**src/rtl/pwlc_pkg.sv**
```systemverilog
// Shared types and constants for the piecewise linear colormap.
`timescale 1ns / 1ps
package pwlc_pkg;
   localparam int MAX_POINTS_DEF = 6;
   localparam int INDEX_BITS_DEF = 12;

   localparam int CSR_DATA_W  = 36;
   localparam int CSR_INDEX_W = 4;
   localparam int POS_HI      = 35;
   localparam int POS_LO      = 24;
   localparam int COLOR_W     = 24;
   localparam int CHAN_W      = 8;
   localparam int SPAN_W      = 13;
   localparam int NUM_W       = CHAN_W + SPAN_W + 1;
   localparam int QUEUE_DEPTH = 2;

   localparam logic [CSR_INDEX_W-1:0] CSR_TABLE_SIZE  = 4'd0;
   localparam logic [CSR_INDEX_W-1:0] CSR_POINT_COUNT = 4'd1;
   localparam logic [CSR_INDEX_W-1:0] CSR_POINT_BASE  = 4'd2;

   localparam logic [12:0] TABLE_SIZE_RESET  = 13'd256;
   localparam logic [2:0]  POINT_COUNT_RESET = 3'd2;
   localparam logic [CSR_DATA_W-1:0] POINT_WHITE_RESET = 36'h0FFFFFFFF;
   localparam logic [CSR_DATA_W-1:0] POINT_BLACK_RESET = 36'h0;

   // one classified item: endpoint colors and the three interpolation spans
   typedef struct packed {
      logic [COLOR_W-1:0] c1;
      logic [COLOR_W-1:0] c2;
      logic [SPAN_W-1:0]  a;
      logic [SPAN_W-1:0]  b;
      logic [SPAN_W-1:0]  d;
      logic               clamped;
   } item_type;

   // handshake between two stages
   typedef struct packed {
      logic valid;
      logic ready;
   } hs_type;
endpackage

```
**src/rtl/pwlc_front.sv**
```systemverilog
// Front end: configuration registers, index clamp and segment selection.
`timescale 1ns / 1ps
module pwlc_front #(
   parameter int MAX_POINTS = pwlc_pkg::MAX_POINTS_DEF,
   parameter int INDEX_BITS = pwlc_pkg::INDEX_BITS_DEF
) (
   input  logic                                 clock,
   input  logic                                 reset,
   input  logic                                 csr_write_enable,
   input  logic [pwlc_pkg::CSR_INDEX_W-1:0]     csr_index,
   input  logic [pwlc_pkg::CSR_DATA_W-1:0]      csr_write_data,
   input  logic                                 req_valid,
   output logic                                 req_ready,
   input  logic signed [13:0]                   req_pixel_index,
   output pwlc_pkg::hs_type                     q_hs_out,
   input  logic                                 q_ready,
   output pwlc_pkg::item_type                   q_item
);
   localparam int SW = pwlc_pkg::SPAN_W;

   logic [12:0]                        table_size_ff;
   logic [2:0]                         point_count_ff;
   logic [pwlc_pkg::CSR_DATA_W-1:0]    point_ff [MAX_POINTS];
   logic                               f_valid_ff, f_valid_in;
   pwlc_pkg::item_type                 f_item_ff, f_item_in;

   always_ff @(posedge clock) begin
      if (reset) begin
         table_size_ff  <= pwlc_pkg::TABLE_SIZE_RESET;
         point_count_ff <= pwlc_pkg::POINT_COUNT_RESET;
         for (int k = 0; k < MAX_POINTS; k++) begin
            point_ff[k] <= (k == 1) ? pwlc_pkg::POINT_WHITE_RESET
                                    : pwlc_pkg::POINT_BLACK_RESET;
         end
      end else if (csr_write_enable) begin
         if (csr_index == pwlc_pkg::CSR_TABLE_SIZE) begin
            table_size_ff <= csr_write_data[12:0];
         end else if (csr_index == pwlc_pkg::CSR_POINT_COUNT) begin
            point_count_ff <= csr_write_data[2:0];
         end else begin
            for (int k = 0; k < MAX_POINTS; k++) begin
               if (csr_index == pwlc_pkg::CSR_POINT_BASE + pwlc_pkg::CSR_INDEX_W'(k)) begin
                  point_ff[k] <= csr_write_data;
               end
            end
         end
      end
   end

   always_comb begin
      logic [SW-1:0]      size, top, i, p, runmax, first, p1, p2;
      logic [SW-1:0]      pos_ext;
      logic [2:0]         cnt;
      logic               have, found;
      logic [23:0]        prev_c, c1, c2, col;
      size = (table_size_ff == 13'd0) ? SW'(1) : table_size_ff;
      if (size > SW'(1 << INDEX_BITS)) size = SW'(1 << INDEX_BITS);
      top = size - SW'(1);
      f_item_in.clamped = 1'b0;
      if (req_pixel_index < 0) begin
         i = '0;
         f_item_in.clamped = 1'b1;
      end else if (SW'(unsigned'(req_pixel_index[12:0])) > top) begin
         i = top;
         f_item_in.clamped = 1'b1;
      end else begin
         i = SW'(unsigned'(req_pixel_index[12:0]));
      end
      cnt = (point_count_ff > 3'(MAX_POINTS)) ? 3'(MAX_POINTS) : point_count_ff;
      have = 1'b0; found = 1'b0;
      runmax = '0; first = '0; p1 = '0; p2 = '0;
      prev_c = '0; c1 = '0; c2 = '0;
      // kept points rise strictly, so the last kept one is the running max
      for (int k = 0; k < MAX_POINTS; k++) begin
         pos_ext = SW'(point_ff[k][pwlc_pkg::POS_HI:pwlc_pkg::POS_LO]);
         col = point_ff[k][23:0];
         p = (pos_ext > top) ? top : pos_ext;
         if (3'(k) < cnt && (!have || p > runmax)) begin
            if (have && !found && i >= runmax && i < p) begin
               found = 1'b1;
               p1 = runmax; p2 = p; c1 = prev_c; c2 = col;
            end
            if (!have) first = p;
            runmax = p;
            prev_c = col;
            have = 1'b1;
         end
      end
      f_item_in.c1 = '0; f_item_in.c2 = '0;
      f_item_in.a = SW'(1); f_item_in.b = '0; f_item_in.d = SW'(1);
      if (have && i >= first && i <= runmax) begin
         if (i == runmax || !found) begin
            f_item_in.c1 = prev_c;
            f_item_in.c2 = prev_c;
         end else begin
            f_item_in.c1 = c1;
            f_item_in.c2 = c2;
            f_item_in.a = p2 - i;
            f_item_in.b = i - p1;
            f_item_in.d = p2 - p1;
         end
      end
   end

   assign req_ready  = !f_valid_ff || q_ready;
   assign f_valid_in = req_ready ? req_valid : f_valid_ff;

   always_ff @(posedge clock) begin
      if (reset) begin
         f_valid_ff <= 1'b0;
      end else begin
         f_valid_ff <= f_valid_in;
      end
   end

   always_ff @(posedge clock) begin
      if (req_ready) begin
         f_item_ff <= f_item_in;
      end
   end

   assign q_hs_out.valid = f_valid_ff;
   assign q_hs_out.ready = q_ready;
   assign q_item         = f_item_ff;
endmodule

```
**src/rtl/pwlc_queue.sv**
```systemverilog
// Short queue of classified items between front and back.
`timescale 1ns / 1ps
module pwlc_queue (
   input  logic               clock,
   input  logic               reset,
   input  pwlc_pkg::hs_type   in_hs,
   output logic               in_ready,
   input  pwlc_pkg::item_type in_item,
   output logic               out_valid,
   input  logic               out_ready,
   output pwlc_pkg::item_type out_item
);
   localparam int DEPTH = pwlc_pkg::QUEUE_DEPTH;
   localparam int PW    = $clog2(DEPTH);

   pwlc_pkg::item_type entry_ff [DEPTH];
   logic [PW-1:0]      wr_ptr_ff, rd_ptr_ff;
   logic [PW:0]        count_ff, count_in;
   logic               push, pop;

   assign in_ready  = count_ff < (PW+1)'(DEPTH);
   assign out_valid = count_ff != '0;
   assign push      = in_hs.valid && in_ready;
   assign pop       = out_valid && out_ready;
   assign out_item  = entry_ff[rd_ptr_ff];

   always_comb begin
      count_in = count_ff;
      if (push && !pop) count_in = count_ff + (PW+1)'(1);
      if (pop && !push) count_in = count_ff - (PW+1)'(1);
   end

   always_ff @(posedge clock) begin
      if (reset) begin
         wr_ptr_ff <= '0;
         rd_ptr_ff <= '0;
         count_ff  <= '0;
      end else begin
         count_ff <= count_in;
         if (push) wr_ptr_ff <= (wr_ptr_ff == PW'(DEPTH-1)) ? '0 : wr_ptr_ff + PW'(1);
         if (pop)  rd_ptr_ff <= (rd_ptr_ff == PW'(DEPTH-1)) ? '0 : rd_ptr_ff + PW'(1);
      end
   end

   always_ff @(posedge clock) begin
      if (push) entry_ff[wr_ptr_ff] <= in_item;
   end
endmodule

```
**src/rtl/pwlc_back.sv**
```systemverilog
// Back end: weighted sums, then an 8-stage restoring divide per channel.
`timescale 1ns / 1ps
module pwlc_back (
   input  logic               clock,
   input  logic               reset,
   input  logic               q_valid,
   output logic               q_ready,
   input  pwlc_pkg::item_type q_item,
   output logic               rsp_valid,
   input  logic               rsp_ready,
   output logic [7:0]         rsp_red,
   output logic [7:0]         rsp_green,
   output logic [7:0]         rsp_blue,
   output logic               rsp_clamped
);
   localparam int NW = pwlc_pkg::NUM_W;
   localparam int SW = pwlc_pkg::SPAN_W;
   localparam int CW = pwlc_pkg::CHAN_W;
   localparam int ST = CW;

   logic          advance;
   logic          m_valid_ff;
   logic [NW-1:0] m_num_ff [3];
   logic [SW-1:0] m_d_ff;
   logic          m_clamped_ff;

   logic          s_valid_ff [ST];
   logic [NW-1:0] s_rem_ff [ST][3], s_rem_in [ST][3];
   logic [CW-1:0] s_q_ff [ST][3], s_q_in [ST][3];
   logic [SW-1:0] s_d_ff [ST];
   logic          s_clamped_ff [ST];

   // whole pipeline moves together; output register frees on transfer
   assign advance = !s_valid_ff[ST-1] || rsp_ready;
   assign q_ready = advance;

   always_ff @(posedge clock) begin
      if (reset) begin
         m_valid_ff <= 1'b0;
         for (int j = 0; j < ST; j++) s_valid_ff[j] <= 1'b0;
      end else if (advance) begin
         m_valid_ff    <= q_valid;
         s_valid_ff[0] <= m_valid_ff;
         for (int j = 1; j < ST; j++) s_valid_ff[j] <= s_valid_ff[j-1];
      end
   end

   always_ff @(posedge clock) begin
      if (advance) begin
         for (int ch = 0; ch < 3; ch++) begin
            m_num_ff[ch] <= NW'(q_item.c1[ch*CW +: CW]) * NW'(q_item.a)
                          + NW'(q_item.c2[ch*CW +: CW]) * NW'(q_item.b);
         end
         m_d_ff       <= q_item.d;
         m_clamped_ff <= q_item.clamped;
      end
   end

   always_comb begin
      logic [NW-1:0] rem, trial;
      logic [CW-1:0] q;
      for (int j = 0; j < ST; j++) begin
         for (int ch = 0; ch < 3; ch++) begin
            rem   = (j == 0) ? m_num_ff[ch] : s_rem_ff[(j == 0) ? 0 : j-1][ch];
            q     = (j == 0) ? '0 : s_q_ff[(j == 0) ? 0 : j-1][ch];
            trial = NW'((j == 0) ? m_d_ff : s_d_ff[(j == 0) ? 0 : j-1]) << (CW-1-j);
            if (rem >= trial) begin
               rem = rem - trial;
               q[CW-1-j] = 1'b1;
            end
            s_rem_in[j][ch] = rem;
            s_q_in[j][ch]   = q;
         end
      end
   end

   always_ff @(posedge clock) begin
      if (advance) begin
         for (int j = 0; j < ST; j++) begin
            s_rem_ff[j] <= s_rem_in[j];
            s_q_ff[j]   <= s_q_in[j];
         end
         s_d_ff[0]       <= m_d_ff;
         s_clamped_ff[0] <= m_clamped_ff;
         for (int j = 1; j < ST; j++) begin
            s_d_ff[j]       <= s_d_ff[j-1];
            s_clamped_ff[j] <= s_clamped_ff[j-1];
         end
      end
   end

   assign rsp_valid   = s_valid_ff[ST-1];
   assign rsp_red     = s_q_ff[ST-1][2];
   assign rsp_green   = s_q_ff[ST-1][1];
   assign rsp_blue    = s_q_ff[ST-1][0];
   assign rsp_clamped = s_clamped_ff[ST-1];
endmodule

```
**src/rtl/piecewise_linear_colormap.sv**
```systemverilog
// Top level of the piecewise linear colormap.
// Usage:
//   req_*: one signed pixel index per transfer (valid/ready).
//   rsp_*: one RGB color plus a clamped flag per transfer, in order.
//   csr_*: write-only register port; write only while the block is idle.
// Path: the front register loads on the request transfer, then the queue,
//   the weighted-sum stage and eight divide stages lead to response valid.
// Throughput: one item per cycle unless the receiver stalls; the divide
//   pipeline resolves one quotient bit per stage and never loops back on itself.
// Reset (synchronous) restores the register defaults (256 entries, black to
//   white over positions 0..255) and empties the pipeline and queue.
// When the receiver stalls, the back pipeline holds; the queue and front
//   register absorb up to three more items before req_ready drops.
`timescale 1ns / 1ps
module piecewise_linear_colormap #(
   parameter int MAX_POINTS = pwlc_pkg::MAX_POINTS_DEF,
   parameter int INDEX_BITS = pwlc_pkg::INDEX_BITS_DEF
) (
   input  logic                             clock,
   input  logic                             reset,
   input  logic                             csr_write_enable,
   input  logic [pwlc_pkg::CSR_INDEX_W-1:0] csr_index,
   input  logic [pwlc_pkg::CSR_DATA_W-1:0]  csr_write_data,
   input  logic                             req_valid,
   output logic                             req_ready,
   input  logic signed [13:0]               req_pixel_index,
   output logic                             rsp_valid,
   input  logic                             rsp_ready,
   output logic [7:0]                       rsp_red,
   output logic [7:0]                       rsp_green,
   output logic [7:0]                       rsp_blue,
   output logic                             rsp_clamped
);
   pwlc_pkg::hs_type   front_hs;
   pwlc_pkg::item_type front_item, back_item;
   logic               q_in_ready, q_out_valid, q_out_ready;

   pwlc_front #(.MAX_POINTS(MAX_POINTS), .INDEX_BITS(INDEX_BITS)) u_front (
      .clock, .reset,
      .csr_write_enable, .csr_index, .csr_write_data,
      .req_valid, .req_ready, .req_pixel_index,
      .q_hs_out(front_hs), .q_ready(q_in_ready), .q_item(front_item)
   );

   pwlc_queue u_queue (
      .clock, .reset,
      .in_hs(front_hs), .in_ready(q_in_ready), .in_item(front_item),
      .out_valid(q_out_valid), .out_ready(q_out_ready), .out_item(back_item)
   );

   pwlc_back u_back (
      .clock, .reset,
      .q_valid(q_out_valid), .q_ready(q_out_ready), .q_item(back_item),
      .rsp_valid, .rsp_ready, .rsp_red, .rsp_green, .rsp_blue, .rsp_clamped
   );
endmodule

```
**config.mk**
```make
export PLATFORM = sky130hd
export DESIGN_NAME = piecewise_linear_colormap
export DESIGN_NICKNAME = d
export VERILOG_FILES = /design/src/rtl/pwlc_pkg.sv /design/src/rtl/pwlc_front.sv /design/src/rtl/pwlc_queue.sv /design/src/rtl/pwlc_back.sv /design/src/rtl/piecewise_linear_colormap.sv
export SDC_FILE = /design/constraint.sdc
export NUM_CORES = 2
export LEC_CHECK = 0
export BUFFER_PORTS_ARGS = -buffer_cell sky130_fd_sc_hd__buf_2
export CAP_MARGIN = 20
export CORE_MARGIN = 3
export CORE_UTILIZATION = 57
export DETAILED_ROUTE_END_ITERATION = 8
export PLACE_DENSITY = 0.73
export SLEW_MARGIN = 40
export SYNTH_ARGS = -nofsm -noshare
export SYNTH_HDL_FRONTEND = slang
export SYNTH_HIERARCHICAL = 1
export SYNTH_SLANG_ARGS = --single-unit
```
**constraint.sdc**
```tcl
create_clock -name clock -period 29.9 [get_ports clock]
set_input_delay 2.99 -clock clock [delete_from_list [all_inputs] [get_ports clock]]
set_output_delay 2.99 -clock clock [all_outputs]
set_load 0.02 [all_outputs]
```
==> summary.txt <==
Finish
  • Fillcell total: 13.1k
  • Final net count: between 10k and 15k
  • Signed area change from the synthesized netlist to the final layout: 8.08%
  • Multi-input combinational cell area: between 50000 and 60000 um^2
  • Final std cell area, no fill: between 100000 and 150000 um^2
  • Sequential cell area: about 38000 um^2
  • Ratio of cells with drive above 1 in the final layout: 0.0813

Clocking
  • Clk slew on worst S/H paths: ~0.06 ns
  • TritonCTS Sinks: around 1.3k
  • CTS root buf: sky130_fd_sc_hd__clkbuf_16
  • Longest Clk Path Bufs: 3
  • H-tree level count: 4
  • Clock insertion delay at the later pin of the skew report: approximately 0.80 ns
  • Post-cts sizing count: 0
  • TritonCTS Buffers: 140
  • Setup Buffers After CTS: 0
  • TritonCTS clock tree: yes
  • Cts-stage hold buffer count: 0

Place
  • Final weighted congestion in routability-driven placement: 0.972
  • Placed inst area: 97400 um^2
  • DPL Wire Length: 222000 um
  • Total of buffers placed on input and output ports: 85
  • Pre-CTS setup slack: approximately 8.7 ns

Worst setup path
  • Worst Setup End Kind: flip-flop
  • Largest incremental delay on the critical path: about 0.65 ns
  • Critical path class: flip-flop to flip-flop
  • Worst path top cell family by delay: compound AO/OA/AOI/OAI gates
  • Cell seen most often among critical-path stages: sky130_fd_sc_hd__ha_1
  • Arrival time at the worst endpoint: 22.12 ns
  • Worst-path maximum fanout: between 50 and 60
  • Worst Path Buf+Inv: 13
  • CP Data Required Time: between 30 and 40 ns
  • Category of the worst setup path launch point: flip-flop
  • Worst-path cell with the longest stage delay: sky130_fd_sc_hd__dfxtp_1

Global route
  • Met3 Track Usage GR: 0.0528
  • Vias in the first global route: about 69k
  • First-pass GRT wire length: 432000 um
  • Total grt overflow: 0
  • Global routing met1 resource utilization: 0.409
  • Layer with the highest usage: met2
  • Met2 demand-to-capacity share in global routing: 0.587
  • Antenna violations before repair: 7
  • GR Util All Layers: 0.342
  • Maximum number of pins on one net before global-route repair: 169

Timing
  • Maximum frequency from static timing analysis: around 46 MHz
  • PnR worst setup slack: between 8 and 9 ns
  • Final hold slack: a little over 0.4 ns
  • Clock Skews: around 0.058 ns
  • Portion of the clock cycle consumed by the worst path in the final layout: 0.723
  • Total setup violations reported at the end of the flow: 0
  • Tmin final: between 20 and 25 ns
  • Final Max Tran Viols: 0
  • Slew Limit Headroom: 0.382
  • RSZ-0062 raised after global routing: no
  • Final count of hold timing violations: 0
  • Worst slew pin tran: roughly 0.93 ns
  • Total Neg Setup Slack: 0 ns

Drt
  • Total via count in the routed design: 69.2k
  • Mean routed wirelength per cell: ~26 um
  • Detail Route Antenna Nets: 0
  • Final WL: a little under 300000 um
  • DR DRC count: 0
  • First-pass DRT Iterations: 9
  • Drt initial violations: roughly 6k
  • Per-cell via count in the routed design: around 6.2

Floorplan
  • DIE AREA: around 170000 um^2
  • IO Pins: 86
  • Chip Width: ~410 um
  • Initial core utilization: 0.577
  • CORE AREA: roughly 160000 um^2
  • Die outline height: ~410 um
  • Standard-cell rows: ~150

Logic synthesis
  • Number of warnings reported in the yosys synthesis log: 6
  • Netlist area before placement: about 95000 um^2
  • Mapped Cells: a little under 9k
  • Synth Area per Inst: approximately 11 um^2

Job
  • Maximum capacitance violations: 0

Min path
  • Worst min-delay path category: flip-flop to flip-flop

Status
  • Result of the run: completed
final timing paths:
kind | start | to | slack [ns] | cells past startpoint
max | u_front/table_size_ff[12] | u_front/q_item[13] | 8.27 | 77
min | u_back/s_q_ff[1][15] | u_back/s_q_ff[1][39] | 0.41 | 0
max reg2reg | u_front/table_size_ff[12] | u_front/q_item[13] | 8.27 | 77
min reg2reg | u_back/s_q_ff[1][15] | u_back/s_q_ff[1][39] | 0.41 | 0
sequential cells by signal, indices dropped and copies added, names as in the netlist, named ones only:
register	cells
u_back/s_rem_ff	462
u_back/s_q_ff	108
u_front/f_valid_ff	1
u_queue/wr_ptr_ff	1
u_queue/count_ff	2
u_back/m_num_ff	66
u_front/point_count_ff	3
u_front/table_size_ff	13
u_queue/rd_ptr_ff	1
u_back/m_d_ff	13
u_back/s_valid_ff	8
u_back/m_clamped_ff	1
u_queue/entry_ff	176
u_front/point_ff	216
u_front/q_item	88
u_back/m_valid_ff	1
u_back/s_d_ff	91
u_back/s_clamped_ff	8
layout by cell type, fill, tap and decap left out, types with 23 or more instances in the layout:
master and instances:
sky130_fd_sc_hd__a211oi_1 61, sky130_fd_sc_hd__a21o_1 145, sky130_fd_sc_hd__a21oi_1 458, sky130_fd_sc_hd__a221o_1 31
sky130_fd_sc_hd__a31oi_1 55, sky130_fd_sc_hd__and2_1 488, sky130_fd_sc_hd__and3_1 27, sky130_fd_sc_hd__buf_2 85
sky130_fd_sc_hd__buf_4 90, sky130_fd_sc_hd__clkbuf_16 141, sky130_fd_sc_hd__clkinv_1 26, sky130_fd_sc_hd__edfxtp_1 1237
sky130_fd_sc_hd__fa_1 525, sky130_fd_sc_hd__ha_1 861, sky130_fd_sc_hd__inv_1 964, sky130_fd_sc_hd__mux2_2 175
sky130_fd_sc_hd__mux2i_1 97, sky130_fd_sc_hd__nand2_1 754, sky130_fd_sc_hd__nand2b_1 89, sky130_fd_sc_hd__nand3_1 137
sky130_fd_sc_hd__nand4_1 74, sky130_fd_sc_hd__nor2_1 440, sky130_fd_sc_hd__nor2b_1 102, sky130_fd_sc_hd__nor3_1 136
sky130_fd_sc_hd__nor4_1 75, sky130_fd_sc_hd__o211ai_1 46, sky130_fd_sc_hd__o21a_1 117, sky130_fd_sc_hd__o21ai_0 354
sky130_fd_sc_hd__o21ai_1 29, sky130_fd_sc_hd__o21bai_1 29, sky130_fd_sc_hd__o221ai_1 35, sky130_fd_sc_hd__o22ai_1 25
sky130_fd_sc_hd__o31a_1 28, sky130_fd_sc_hd__o31ai_1 32, sky130_fd_sc_hd__or2_2 23, sky130_fd_sc_hd__or3_1 68
sky130_fd_sc_hd__or4_1 24, sky130_fd_sc_hd__xnor2_1 187, sky130_fd_sc_hd__xor2_1 167
metrics by stage:
| stage | utilization | cells |
|---|---|---|
| after CTS | 0.623 | 11200 |
| final | 0.624 | 11200 |
| after detailed placement | 0.595 | 10900 |
| after global placement | 0.594 | 10900 |
| after floorplan | - | 8891 |
| after global routing | 0.624 | 11200 |
worst register-to-register path: cells and delay by family, from the launching register on:
family | cells | cell delay [ns]
buf+inv | 13 | 4.70
fa+ha+maj | 9 | 2.94
simple gates | 19 | 3.58
compound gates | 32 | 7.45
xor+xnor | 1 | 0.57
mux | 3 | 1.45
flops | 1 | 0.65
metal layers:
metal / part of all wire / vias up / wire [um]
met1: 0.38 / 34000 / 110000
met2: 0.49 / 2921 / 143000
met3: 0.066 / 773 / 19300
met4: 0.068 / 6 / 19900
met5: 0.00014 / - / 41
li1: - / 31400 / -
cell type report:
cell class,count,share of cell area
antenna,4,0.0000980
clock buffer,164,0.0356
clock inverter,88,0.00982
inverter,976,0.0360
multi-input combinational,6324,0.511
sequential,1260,0.368
tap,2175,0.0266
timing repair buffer,189,0.0126
Power is not shown: default switching activity piles up to over one toggle a cycle in this logic, so the estimate is an artifact.
